`config.mk`:
```
export PLATFORM = sky130hd
export DESIGN_NAME = fraction_arith_reduce_top_flat
export DESIGN_NICKNAME = d
export VERILOG_FILES = /design/src/sv/fra_pkg.sv /design/src/sv/fra_if.sv /design/src/sv/fra_useq.sv /design/src/sv/fra_dpath.sv /design/src/sv/fraction_arith_reduce_top.sv /design/src/flat_wrapper.sv
export SDC_FILE = /design/constraint.sdc
export NUM_CORES = 2
export LEC_CHECK = 0
export BUFFER_PORTS_ARGS = -buffer_cell sky130_fd_sc_hd__buf_4
export CORE_UTILIZATION = 35
export DETAILED_ROUTE_END_ITERATION = 10
export PLACE_DENSITY = 0.5
export SYNTH_ARGS = -nofsm -noshare
export SYNTH_HDL_FRONTEND = slang
export SYNTH_SLANG_ARGS = --single-unit
```
`constraint.sdc`:
```
create_clock -name clk_i -period 8.61 [get_ports clk_i]
set_input_delay 0.4305 -clock clk_i [delete_from_list [all_inputs] [get_ports clk_i]]
set_output_delay 0.4305 -clock clk_i [all_outputs]
set_load 0.01 [all_outputs]
```
`src/sv/fra_pkg.sv`:
```
package fra_pkg;

  localparam int unsigned InW  = 15;
  localparam int unsigned ProdW = 2 * InW;
  localparam int unsigned NumW = 31;
  localparam int unsigned DenW = 30;
  localparam int unsigned ShW  = 5;
  localparam int unsigned PcW  = 3;

  typedef enum logic [1:0] {
    OP_ADD = 2'd0,
    OP_MUL = 2'd1,
    OP_INC = 2'd2,
    OP_RED = 2'd3
  } op_e;

  typedef enum logic [2:0] {
    DP_LATCH = 3'd0,
    DP_MUL   = 3'd1,
    DP_FORM  = 3'd2,
    DP_COPYQ = 3'd3,
    DP_GCD   = 3'd4,
    DP_DINIT = 3'd5,
    DP_DIV   = 3'd6,
    DP_EMIT  = 3'd7
  } dp_op_e;

  typedef enum logic [2:0] {
    C_NEVER    = 3'd0,
    C_NO_IN    = 3'd1,
    C_ZERO     = 3'd2,
    C_NE       = 3'd3,
    C_NOT_LAST = 3'd4,
    C_OUT_BUSY = 3'd5
  } cond_e;

  localparam logic [PcW-1:0] ST_IDLE  = 3'd0;
  localparam logic [PcW-1:0] ST_MUL   = 3'd1;
  localparam logic [PcW-1:0] ST_FORM  = 3'd2;
  localparam logic [PcW-1:0] ST_TEST  = 3'd3;
  localparam logic [PcW-1:0] ST_GCD   = 3'd4;
  localparam logic [PcW-1:0] ST_DINIT = 3'd5;
  localparam logic [PcW-1:0] ST_DIV   = 3'd6;
  localparam logic [PcW-1:0] ST_OUT   = 3'd7;

  typedef struct packed {
    dp_op_e         dp_op;
    cond_e          cond;
    logic [PcW-1:0] target;
  } ctrl_t;

  typedef struct packed {
    logic in_valid;
    logic zero;
    logic ne;
    logic last;
    logic busy;
  } stat_t;

  // Control store. A step whose condition holds jumps to its target,
  // otherwise the step counter moves on (the last step wraps to idle).
  function automatic ctrl_t ucode(input logic [PcW-1:0] pc);
    ctrl_t cw;
    case (pc)
      ST_IDLE:  cw = '{DP_LATCH, C_NO_IN,    ST_IDLE};
      ST_MUL:   cw = '{DP_MUL,   C_NEVER,    ST_IDLE};
      ST_FORM:  cw = '{DP_FORM,  C_NEVER,    ST_IDLE};
      ST_TEST:  cw = '{DP_COPYQ, C_ZERO,     ST_OUT};
      ST_GCD:   cw = '{DP_GCD,   C_NE,       ST_GCD};
      ST_DINIT: cw = '{DP_DINIT, C_NEVER,    ST_IDLE};
      ST_DIV:   cw = '{DP_DIV,   C_NOT_LAST, ST_DIV};
      ST_OUT:   cw = '{DP_EMIT,  C_OUT_BUSY, ST_OUT};
      default:  cw = '{DP_LATCH, C_NO_IN,    ST_IDLE};
    endcase
    return cw;
  endfunction

endpackage

```
`src/sv/fra_if.sv`:
```
interface fra_in_if;
  logic                        valid;
  logic                        ready;
  logic [1:0]                  op;
  logic [fra_pkg::InW-1:0]     num_a;
  logic [fra_pkg::InW-1:0]     den_a;
  logic [fra_pkg::InW-1:0]     num_b;
  logic [fra_pkg::InW-1:0]     den_b;

  modport source (output valid, op, num_a, den_a, num_b, den_b, input ready);
  modport sink   (input valid, op, num_a, den_a, num_b, den_b, output ready);
endinterface

interface fra_out_if;
  logic                        valid;
  logic                        ready;
  logic [fra_pkg::NumW-1:0]    res_num;
  logic [fra_pkg::DenW-1:0]    res_den;

  modport source (output valid, res_num, res_den, input ready);
  modport sink   (input valid, res_num, res_den, output ready);
endinterface

```
`src/sv/fra_useq.sv`:
```
module fra_useq (
  input  logic            clk_i,
  input  logic            rst_ni,
  input  fra_pkg::stat_t  stat_i,
  output fra_pkg::ctrl_t  ctrl_o
);

  logic [fra_pkg::PcW-1:0] pc_q, pc_d;
  fra_pkg::ctrl_t          cw;
  logic                    taken;

  assign cw     = fra_pkg::ucode(pc_q);
  assign ctrl_o = cw;

  always_comb begin
    case (cw.cond)
      fra_pkg::C_NEVER:    taken = 1'b0;
      fra_pkg::C_NO_IN:    taken = !stat_i.in_valid;
      fra_pkg::C_ZERO:     taken = stat_i.zero;
      fra_pkg::C_NE:       taken = stat_i.ne;
      fra_pkg::C_NOT_LAST: taken = !stat_i.last;
      fra_pkg::C_OUT_BUSY: taken = stat_i.busy;
      default:             taken = 1'b0;
    endcase
    pc_d = taken ? cw.target : pc_q + 3'd1;
  end

  always_ff @(posedge clk_i or negedge rst_ni) begin
    if (!rst_ni) begin
      pc_q <= fra_pkg::ST_IDLE;
    end else begin
      pc_q <= pc_d;
    end
  end

endmodule

```
`src/sv/fra_dpath.sv`:
```
module fra_dpath (
  input  logic            clk_i,
  input  logic            rst_ni,
  input  fra_pkg::ctrl_t  ctrl_i,
  output fra_pkg::stat_t  stat_o,
  fra_in_if.sink          req_i,
  fra_out_if.source       rsp_o
);

  localparam int unsigned NumW = fra_pkg::NumW;
  localparam int unsigned DenW = fra_pkg::DenW;
  localparam int unsigned InW  = fra_pkg::InW;
  localparam int unsigned PrW  = fra_pkg::ProdW;
  localparam int unsigned ShW  = fra_pkg::ShW;

  fra_pkg::op_e     op_q;
  logic [InW-1:0]   na_q, da_q, nb_q, db_q;
  logic [PrW-1:0]   p1_q, p2_q, p3_q;
  logic [NumW-1:0]  n_q, n_d;
  logic [DenW-1:0]  d_q, d_d;
  logic [NumW-1:0]  a_q, a_d;
  logic [DenW-1:0]  b_q, b_d;
  logic [ShW-1:0]   k_q, k_d;
  logic [ShW-1:0]   cnt_q;
  logic [NumW-1:0]  qn_q, qn_d, qd_q, qd_d;
  logic [DenW-1:0]  rn_q, rn_d, rd_q, rd_d;
  logic [NumW-1:0]  tn, td, b_ext;
  logic             gen, ged;
  logic             ovalid_q;
  logic [NumW-1:0]  onum_q;
  logic [DenW-1:0]  oden_q;
  logic             busy, accept;

  assign busy   = ovalid_q && !rsp_o.ready;
  assign accept = (ctrl_i.dp_op == fra_pkg::DP_LATCH) && req_i.valid;

  assign req_i.ready   = (ctrl_i.dp_op == fra_pkg::DP_LATCH);
  assign rsp_o.valid   = ovalid_q;
  assign rsp_o.res_num = onum_q;
  assign rsp_o.res_den = oden_q;

  assign b_ext = {1'b0, b_q};

  assign stat_o.in_valid = req_i.valid;
  assign stat_o.zero     = (n_q == '0) || (d_q == '0);
  assign stat_o.ne       = (a_q != b_ext);
  assign stat_o.last     = (cnt_q == 5'd1);
  assign stat_o.busy     = busy;

  // Form the unreduced fraction from the products (add, mul) or the inputs.
  always_comb begin
    case (op_q)
      fra_pkg::OP_ADD: begin
        n_d = NumW'(p1_q) + NumW'(p2_q);
        d_d = p3_q;
      end
      fra_pkg::OP_MUL: begin
        n_d = NumW'(p1_q);
        d_d = p3_q;
      end
      fra_pkg::OP_INC: begin
        n_d = NumW'(na_q) + NumW'(da_q);
        d_d = DenW'(da_q);
      end
      default: begin
        n_d = NumW'(na_q);
        d_d = DenW'(da_q);
      end
    endcase
  end

  // One binary GCD step. Both odd: the difference is even, so it is halved
  // at once. Common factors of two are counted in k and divided out of the
  // dividends before the division by the odd part.
  always_comb begin
    a_d = a_q;
    b_d = b_q;
    k_d = k_q;
    if (a_q != b_ext) begin
      if (!a_q[0] && !b_q[0]) begin
        a_d = a_q >> 1;
        b_d = b_q >> 1;
        k_d = k_q + 5'd1;
      end else if (!a_q[0]) begin
        a_d = a_q >> 1;
      end else if (!b_q[0]) begin
        b_d = b_q >> 1;
      end else if (a_q > b_ext) begin
        a_d = (a_q - b_ext) >> 1;
      end else begin
        b_d = DenW'((b_ext - a_q) >> 1);
      end
    end
  end

  // Restoring division, one quotient bit per lane a cycle; both lanes share
  // the divisor held in a.
  always_comb begin
    tn   = {rn_q, qn_q[NumW-1]};
    td   = {rd_q, qd_q[NumW-1]};
    gen  = (tn >= {1'b0, a_q[DenW-1:0]});
    ged  = (td >= {1'b0, a_q[DenW-1:0]});
    rn_d = gen ? DenW'(tn - {1'b0, a_q[DenW-1:0]}) : tn[DenW-1:0];
    rd_d = ged ? DenW'(td - {1'b0, a_q[DenW-1:0]}) : td[DenW-1:0];
    qn_d = {qn_q[NumW-2:0], gen};
    qd_d = {qd_q[NumW-2:0], ged};
  end

  always_ff @(posedge clk_i) begin
    case (ctrl_i.dp_op)
      fra_pkg::DP_LATCH: begin
        if (accept) begin
          op_q <= fra_pkg::op_e'(req_i.op);
          na_q <= req_i.num_a;
          da_q <= req_i.den_a;
          nb_q <= req_i.num_b;
          db_q <= req_i.den_b;
        end
      end
      fra_pkg::DP_MUL: begin
        p1_q <= na_q * ((op_q == fra_pkg::OP_MUL) ? nb_q : db_q);
        p2_q <= nb_q * da_q;
        p3_q <= da_q * db_q;
      end
      fra_pkg::DP_FORM: begin
        n_q <= n_d;
        d_q <= d_d;
        a_q <= n_d;
        b_q <= d_d;
        k_q <= '0;
      end
      fra_pkg::DP_COPYQ: begin
        qn_q <= n_q;
        qd_q <= {1'b0, d_q};
      end
      fra_pkg::DP_GCD: begin
        a_q <= a_d;
        b_q <= b_d;
        k_q <= k_d;
      end
      fra_pkg::DP_DINIT: begin
        qn_q  <= n_q >> k_q;
        qd_q  <= {1'b0, d_q} >> k_q;
        rn_q  <= '0;
        rd_q  <= '0;
        cnt_q <= ShW'(NumW);
      end
      fra_pkg::DP_DIV: begin
        qn_q  <= qn_d;
        qd_q  <= qd_d;
        rn_q  <= rn_d;
        rd_q  <= rd_d;
        cnt_q <= cnt_q - 5'd1;
      end
      fra_pkg::DP_EMIT: begin
        if (!busy) begin
          onum_q <= qn_q;
          oden_q <= qd_q[DenW-1:0];
        end
      end
      default: begin
      end
    endcase
  end

  always_ff @(posedge clk_i or negedge rst_ni) begin
    if (!rst_ni) begin
      ovalid_q <= 1'b0;
    end else if (ctrl_i.dp_op == fra_pkg::DP_EMIT && !busy) begin
      ovalid_q <= 1'b1;
    end else if (rsp_o.ready) begin
      ovalid_q <= 1'b0;
    end
  end

endmodule

```
`src/sv/fraction_arith_reduce_top.sv`:
```
// Channel  Modport             Payload
// req_i    fra_in_if.sink      op, num_a, den_a, num_b, den_b
// rsp_o    fra_out_if.source   res_num, res_den
//
// One item at a time: accept, products, form, zero test, then binary GCD
// steps (each a compare, then a halving of one or both or of their
// difference) and restoring division on two lanes in parallel. A zero
// numerator or denominator skips GCD and division. The result sits in
// an output register; the next item is taken while it waits, and the
// sequencer only stalls when a second result is ready. Reset is
// asynchronous and active low; it clears the step counter and the
// output valid flag.
module fraction_arith_reduce_top (
  input  logic       clk_i,
  input  logic       rst_ni,
  fra_in_if.sink     req_i,
  fra_out_if.source  rsp_o
);

  fra_pkg::ctrl_t ctrl;
  fra_pkg::stat_t stat;

  fra_useq u_useq (
    .clk_i  (clk_i),
    .rst_ni (rst_ni),
    .stat_i (stat),
    .ctrl_o (ctrl)
  );

  fra_dpath u_dpath (
    .clk_i  (clk_i),
    .rst_ni (rst_ni),
    .ctrl_i (ctrl),
    .stat_o (stat),
    .req_i  (req_i),
    .rsp_o  (rsp_o)
  );

endmodule

```
`src/flat_wrapper.sv`:
```
// flat-port wrapper written by rule: the top's interface ports become plain ports
module fraction_arith_reduce_top_flat 
  (clk_i, rst_ni, req_i_valid, req_i_op, req_i_num_a, req_i_den_a, req_i_num_b, req_i_den_b, req_i_ready, rsp_o_valid, rsp_o_res_num, rsp_o_res_den, rsp_o_ready);
  fra_in_if req_i_i ();
  fra_out_if rsp_o_i ();
  input  logic clk_i;
  input  logic rst_ni;
  input wire logic [$bits(req_i_i.valid)-1:0] req_i_valid;
  input wire logic [$bits(req_i_i.op)-1:0] req_i_op;
  input wire logic [$bits(req_i_i.num_a)-1:0] req_i_num_a;
  input wire logic [$bits(req_i_i.den_a)-1:0] req_i_den_a;
  input wire logic [$bits(req_i_i.num_b)-1:0] req_i_num_b;
  input wire logic [$bits(req_i_i.den_b)-1:0] req_i_den_b;
  output wire logic [$bits(req_i_i.ready)-1:0] req_i_ready;
  output wire logic [$bits(rsp_o_i.valid)-1:0] rsp_o_valid;
  output wire logic [$bits(rsp_o_i.res_num)-1:0] rsp_o_res_num;
  output wire logic [$bits(rsp_o_i.res_den)-1:0] rsp_o_res_den;
  input wire logic [$bits(rsp_o_i.ready)-1:0] rsp_o_ready;
  assign req_i_i.valid = req_i_valid;
  assign req_i_i.op = req_i_op;
  assign req_i_i.num_a = req_i_num_a;
  assign req_i_i.den_a = req_i_den_a;
  assign req_i_i.num_b = req_i_num_b;
  assign req_i_i.den_b = req_i_den_b;
  assign req_i_ready = req_i_i.ready;
  assign rsp_o_valid = rsp_o_i.valid;
  assign rsp_o_res_num = rsp_o_i.res_num;
  assign rsp_o_res_den = rsp_o_i.res_den;
  assign rsp_o_i.ready = rsp_o_ready;
  fraction_arith_reduce_top u_core (.clk_i(clk_i), .rst_ni(rst_ni), .req_i(req_i_i), .rsp_o(rsp_o_i));
endmodule
```
==> out/qor.yml <==
outcome: "finished, final reports clean"
final_nets: 6513
start_util: 0.354
relSlewSlack: 0.128
drt-initial-drc-count: 3279
min_path_cells: 1
die_h_um: 389
cp_max_fo: 10
via_count: 40300
synthToLayoutAreaGrowth_pct: 11.0
nFillCells: 14700
grt_max_degree: 67
drive_gt1_frac: 0.0807
worstSetupStartpointType: "register"
synth_edf_count: 467
worstSetupPathType: "register to register"
dieArea_um2: 151000
htreeDepth: 2
reg2reg_setup_slack_ns: 0.98
wire_per_inst_um: 22.2
synth_cells: 5385
setup_viol: 0
multiInputGateArea_um2: 34600
maxCapViolCount: 0
seq_area_frac_synth: 0.270
grt_pass1_wl_um: 254000
routed_wl_um: 165000
grt_setup_unrepaired: "false"
place_hpwl_um: 128000
synth_area_um2: 52300
cts_root_buf: "clkbuf_16"
drc_errors: 0
synth_ff_type: "edfxtp_1"
n_antenna_cell: 0
max_freq_mhz: 131
synthTopCellsByArea: "edfxtp_1 (27%), fa_1 (19%), ha_1 (11%)"
avgSynthCellArea_um2: 9.72
first_pass_iters: 6
cp.required_ns: 9.00
synth_top_cell_by_area: "edfxtp_1"
ys_ff_latch: 471
yosys_warnings: 0
hp-start: "req_i_op[0]"
holdPathEnd: "u_core.u_dpath.op_q[0]"
place.gp.congestion: 0.911
max_slew.worst_pin.slew_ns: 1.30
netlist.area_leader.share: 0.268
fin_crit_ns: 7.63
seq_area_um2: 14100
post_cts_buffers: 0
crit_path_end_kind: "register"
coreArea_um2: 148000
finalMaxSlewViolations: 0
grt_pass1_vias: 40700
fp.dieW_um: 389
reg2reg_to: "u_core.u_dpath.p1_q[29]"
hold_path.class: "input port to register"
grt_antenna_before_repair: 7
hold_violations: 0
async_flop_share: 0.00849
netlist-cell-type-count: 83
fin_skew_ns: 0.0419
clk-insertion-delay-late_ns: 0.69
cts_num_sinks: 471
worstPathArrival_ns: 8.02
clk_pin_slew_ns: 0.06
synthesis.nets: 6416
worstRegToRegCells: 22
ioPinCount: 129
grt_usage: 0.219
tritoncts: "yes"
worstReg2RegStart: "u_core.u_dpath.op_q[0]"
core.rowCount: 141
cts_buffers: 58
fin_crit_sh: 0.886
port_buffers: 128
ant_nets: 0
cts_resized: 0
grt_overflow: 0
fin_setup_tns_ns: 0
vias_per_cell: 5.40
cts_max_path_buffers: 3
==> area by class of cell <==
class / count / share of cell area
inverters: 711 / 0.0459
repair buffers: 295 / 0.0408
multi-input cells: 3945 / 0.596
well taps: 1930 / 0.0416
clock buffers: 66 / 0.0259
flip-flops and latches: 471 / 0.243
clock inverters: 41 / 0.00646
==> worst max-delay path by stage <==
stage | from | end | slack, ns | depth (start not counted)
after CTS | u_core.u_dpath.op_q[0] | u_core.u_dpath.p1_q[29] | 0.98 | 22
after floorplan | u_core.u_dpath.op_q[0] | u_core.u_dpath.p1_q[26] | 1.61 | 26
final | u_core.u_dpath.op_q[0] | u_core.u_dpath.p1_q[29] | 0.98 | 22
after global placement | u_core.u_dpath.op_q[0] | u_core.u_dpath.p1_q[29] | 1.20 | 24
after detailed placement | u_core.u_dpath.op_q[0] | u_core.u_dpath.p1_q[29] | 1.00 | 22
after global routing | u_core.u_dpath.op_q[1] | u_core.u_dpath.p1_q[29] | 0.59 | 23
==> synth_stat cells (all sizes together) (13+ instances only) <==
cell and number:
nand3 90, edfxtp 467, a222oi 24, mux2i 70, ha 458, and3 28, o22ai 13, buf 34
o31ai 34, or3 37, fa 507, nor3 53, a21o 113, o211ai 21, o21a 50, a221oi 22
a22oi 51, nand2 492, a31oi 37, clkbuf 224, mux4 49, a21oi 291, xor2 66, o21bai 28
xnor2 127, inv 711, and2 284, a211oi 52, nand2b 53, mux2 34, nor4 23, nand4 47
nor2b 168, o21ai 211, nor2 257
==> routing by layer <==
layer  global-route usage  up-vias  share of wire  routed length, um
met2                0.350     1177           0.45              74800
met3               0.0236      193          0.055               9090
met1                0.315    20200           0.47              77400
li1                     -    18700              -                  -
met5                    0        -              0                  0
met4               0.0526        0          0.024               4010
==> sequential cells by signal, summed over array words and instances (netlist names) <==
signal	cells
u_core.u_dpath.a_q	31
u_core.u_dpath.b_q	30
u_core.u_dpath.cnt_q	5
u_core.u_dpath.d_q	30
u_core.u_dpath.da_q	15
u_core.u_dpath.db_q	15
u_core.u_dpath.k_q	5
u_core.u_dpath.n_q	31
u_core.u_dpath.na_q	15
u_core.u_dpath.nb_q	15
u_core.u_dpath.op_q	2
u_core.u_dpath.p1_q	30
u_core.u_dpath.p2_q	30
u_core.u_dpath.p3_q	30
u_core.u_dpath.qd_q	31
u_core.u_dpath.qn_q	31
u_core.u_dpath.rd_q	30
u_core.u_dpath.rn_q	30
u_core.u_dpath.rsp_o.res_den	30
u_core.u_dpath.rsp_o.res_num	31
u_core.u_dpath.rsp_o.valid	1
u_core.u_useq.pc_q	3
==> layout by cell type (no fill, tap or decap), drive strengths merged, types with 61 or more instances in the layout <==
cell type and count:
inv 714, fa 507, nand2 492, o21ai 211, mux2i 70, edfxtp 467, clkbuf 66, a21oi 291
xor2 66, dlygate4sd3 61, xnor2 127, nor2b 168, nor2 257, nand3 90, a21o 113, ha 458
and2 284, buf 234
==> logic make-up (layout without fill, tap and decap cells) <==
logic type,after synthesis,after routing,synth area share
AO/OA/AOI/OAI,1068,1068,0.134
XOR/XNOR,193,193,0.0323
adder cells (fa/ha/maj),965,965,0.303
buffers and inverters,969,1113,0.0699
flip-flops,471,471,0.270
multiplexers,153,153,0.0418
AND/OR/NAND/NOR,1566,1566,0.149
==> what timing repair did <==
item,in CTS,in global routing
hold buffers,61,0
endpoints found under the setup margin,0,0
endpoints found under the hold margin,64,0
==> worst max-delay path: stages (launching register included) <==
cell      delay (ns)
edfxtp_1        0.49
nand2_1         0.41
mux2i_1         0.71
buf_4           0.30
nor2b_1         0.08
fa_1            0.53
inv_1           0.07
fa_1            0.57
fa_1            0.45
fa_1            0.51
fa_1            0.40
fa_1            0.51
inv_1           0.04
ha_1            0.35
a21oi_1         0.10
o21a_1          0.22
or3_1           0.34
and3_1          0.23
a31oi_1         0.25
o31ai_1         0.13
a21oi_1         0.38
and4_1          0.25
nor3_1          0.05
==> through the flow <==
step	setup slack, ns	std cells	cell area (um^2)	hold slack, ns	util
2_1_floorplan	1.61	5385	52300	0.135	-
3_3_place_gp	1.20	7291	55600	0.237	0.376
3_5_place_dp	1.00	7291	55600	0.238	0.376
4_1_cts	0.977	7459	58100	0.0247	0.392
5_1_grt	0.590	7459	58100	0.0400	0.392
6_report	0.979	7459	58100	0.0655	0.392
Power is not shown: default switching activity piles up to over one toggle a cycle in this logic, so the estimate is an artifact.
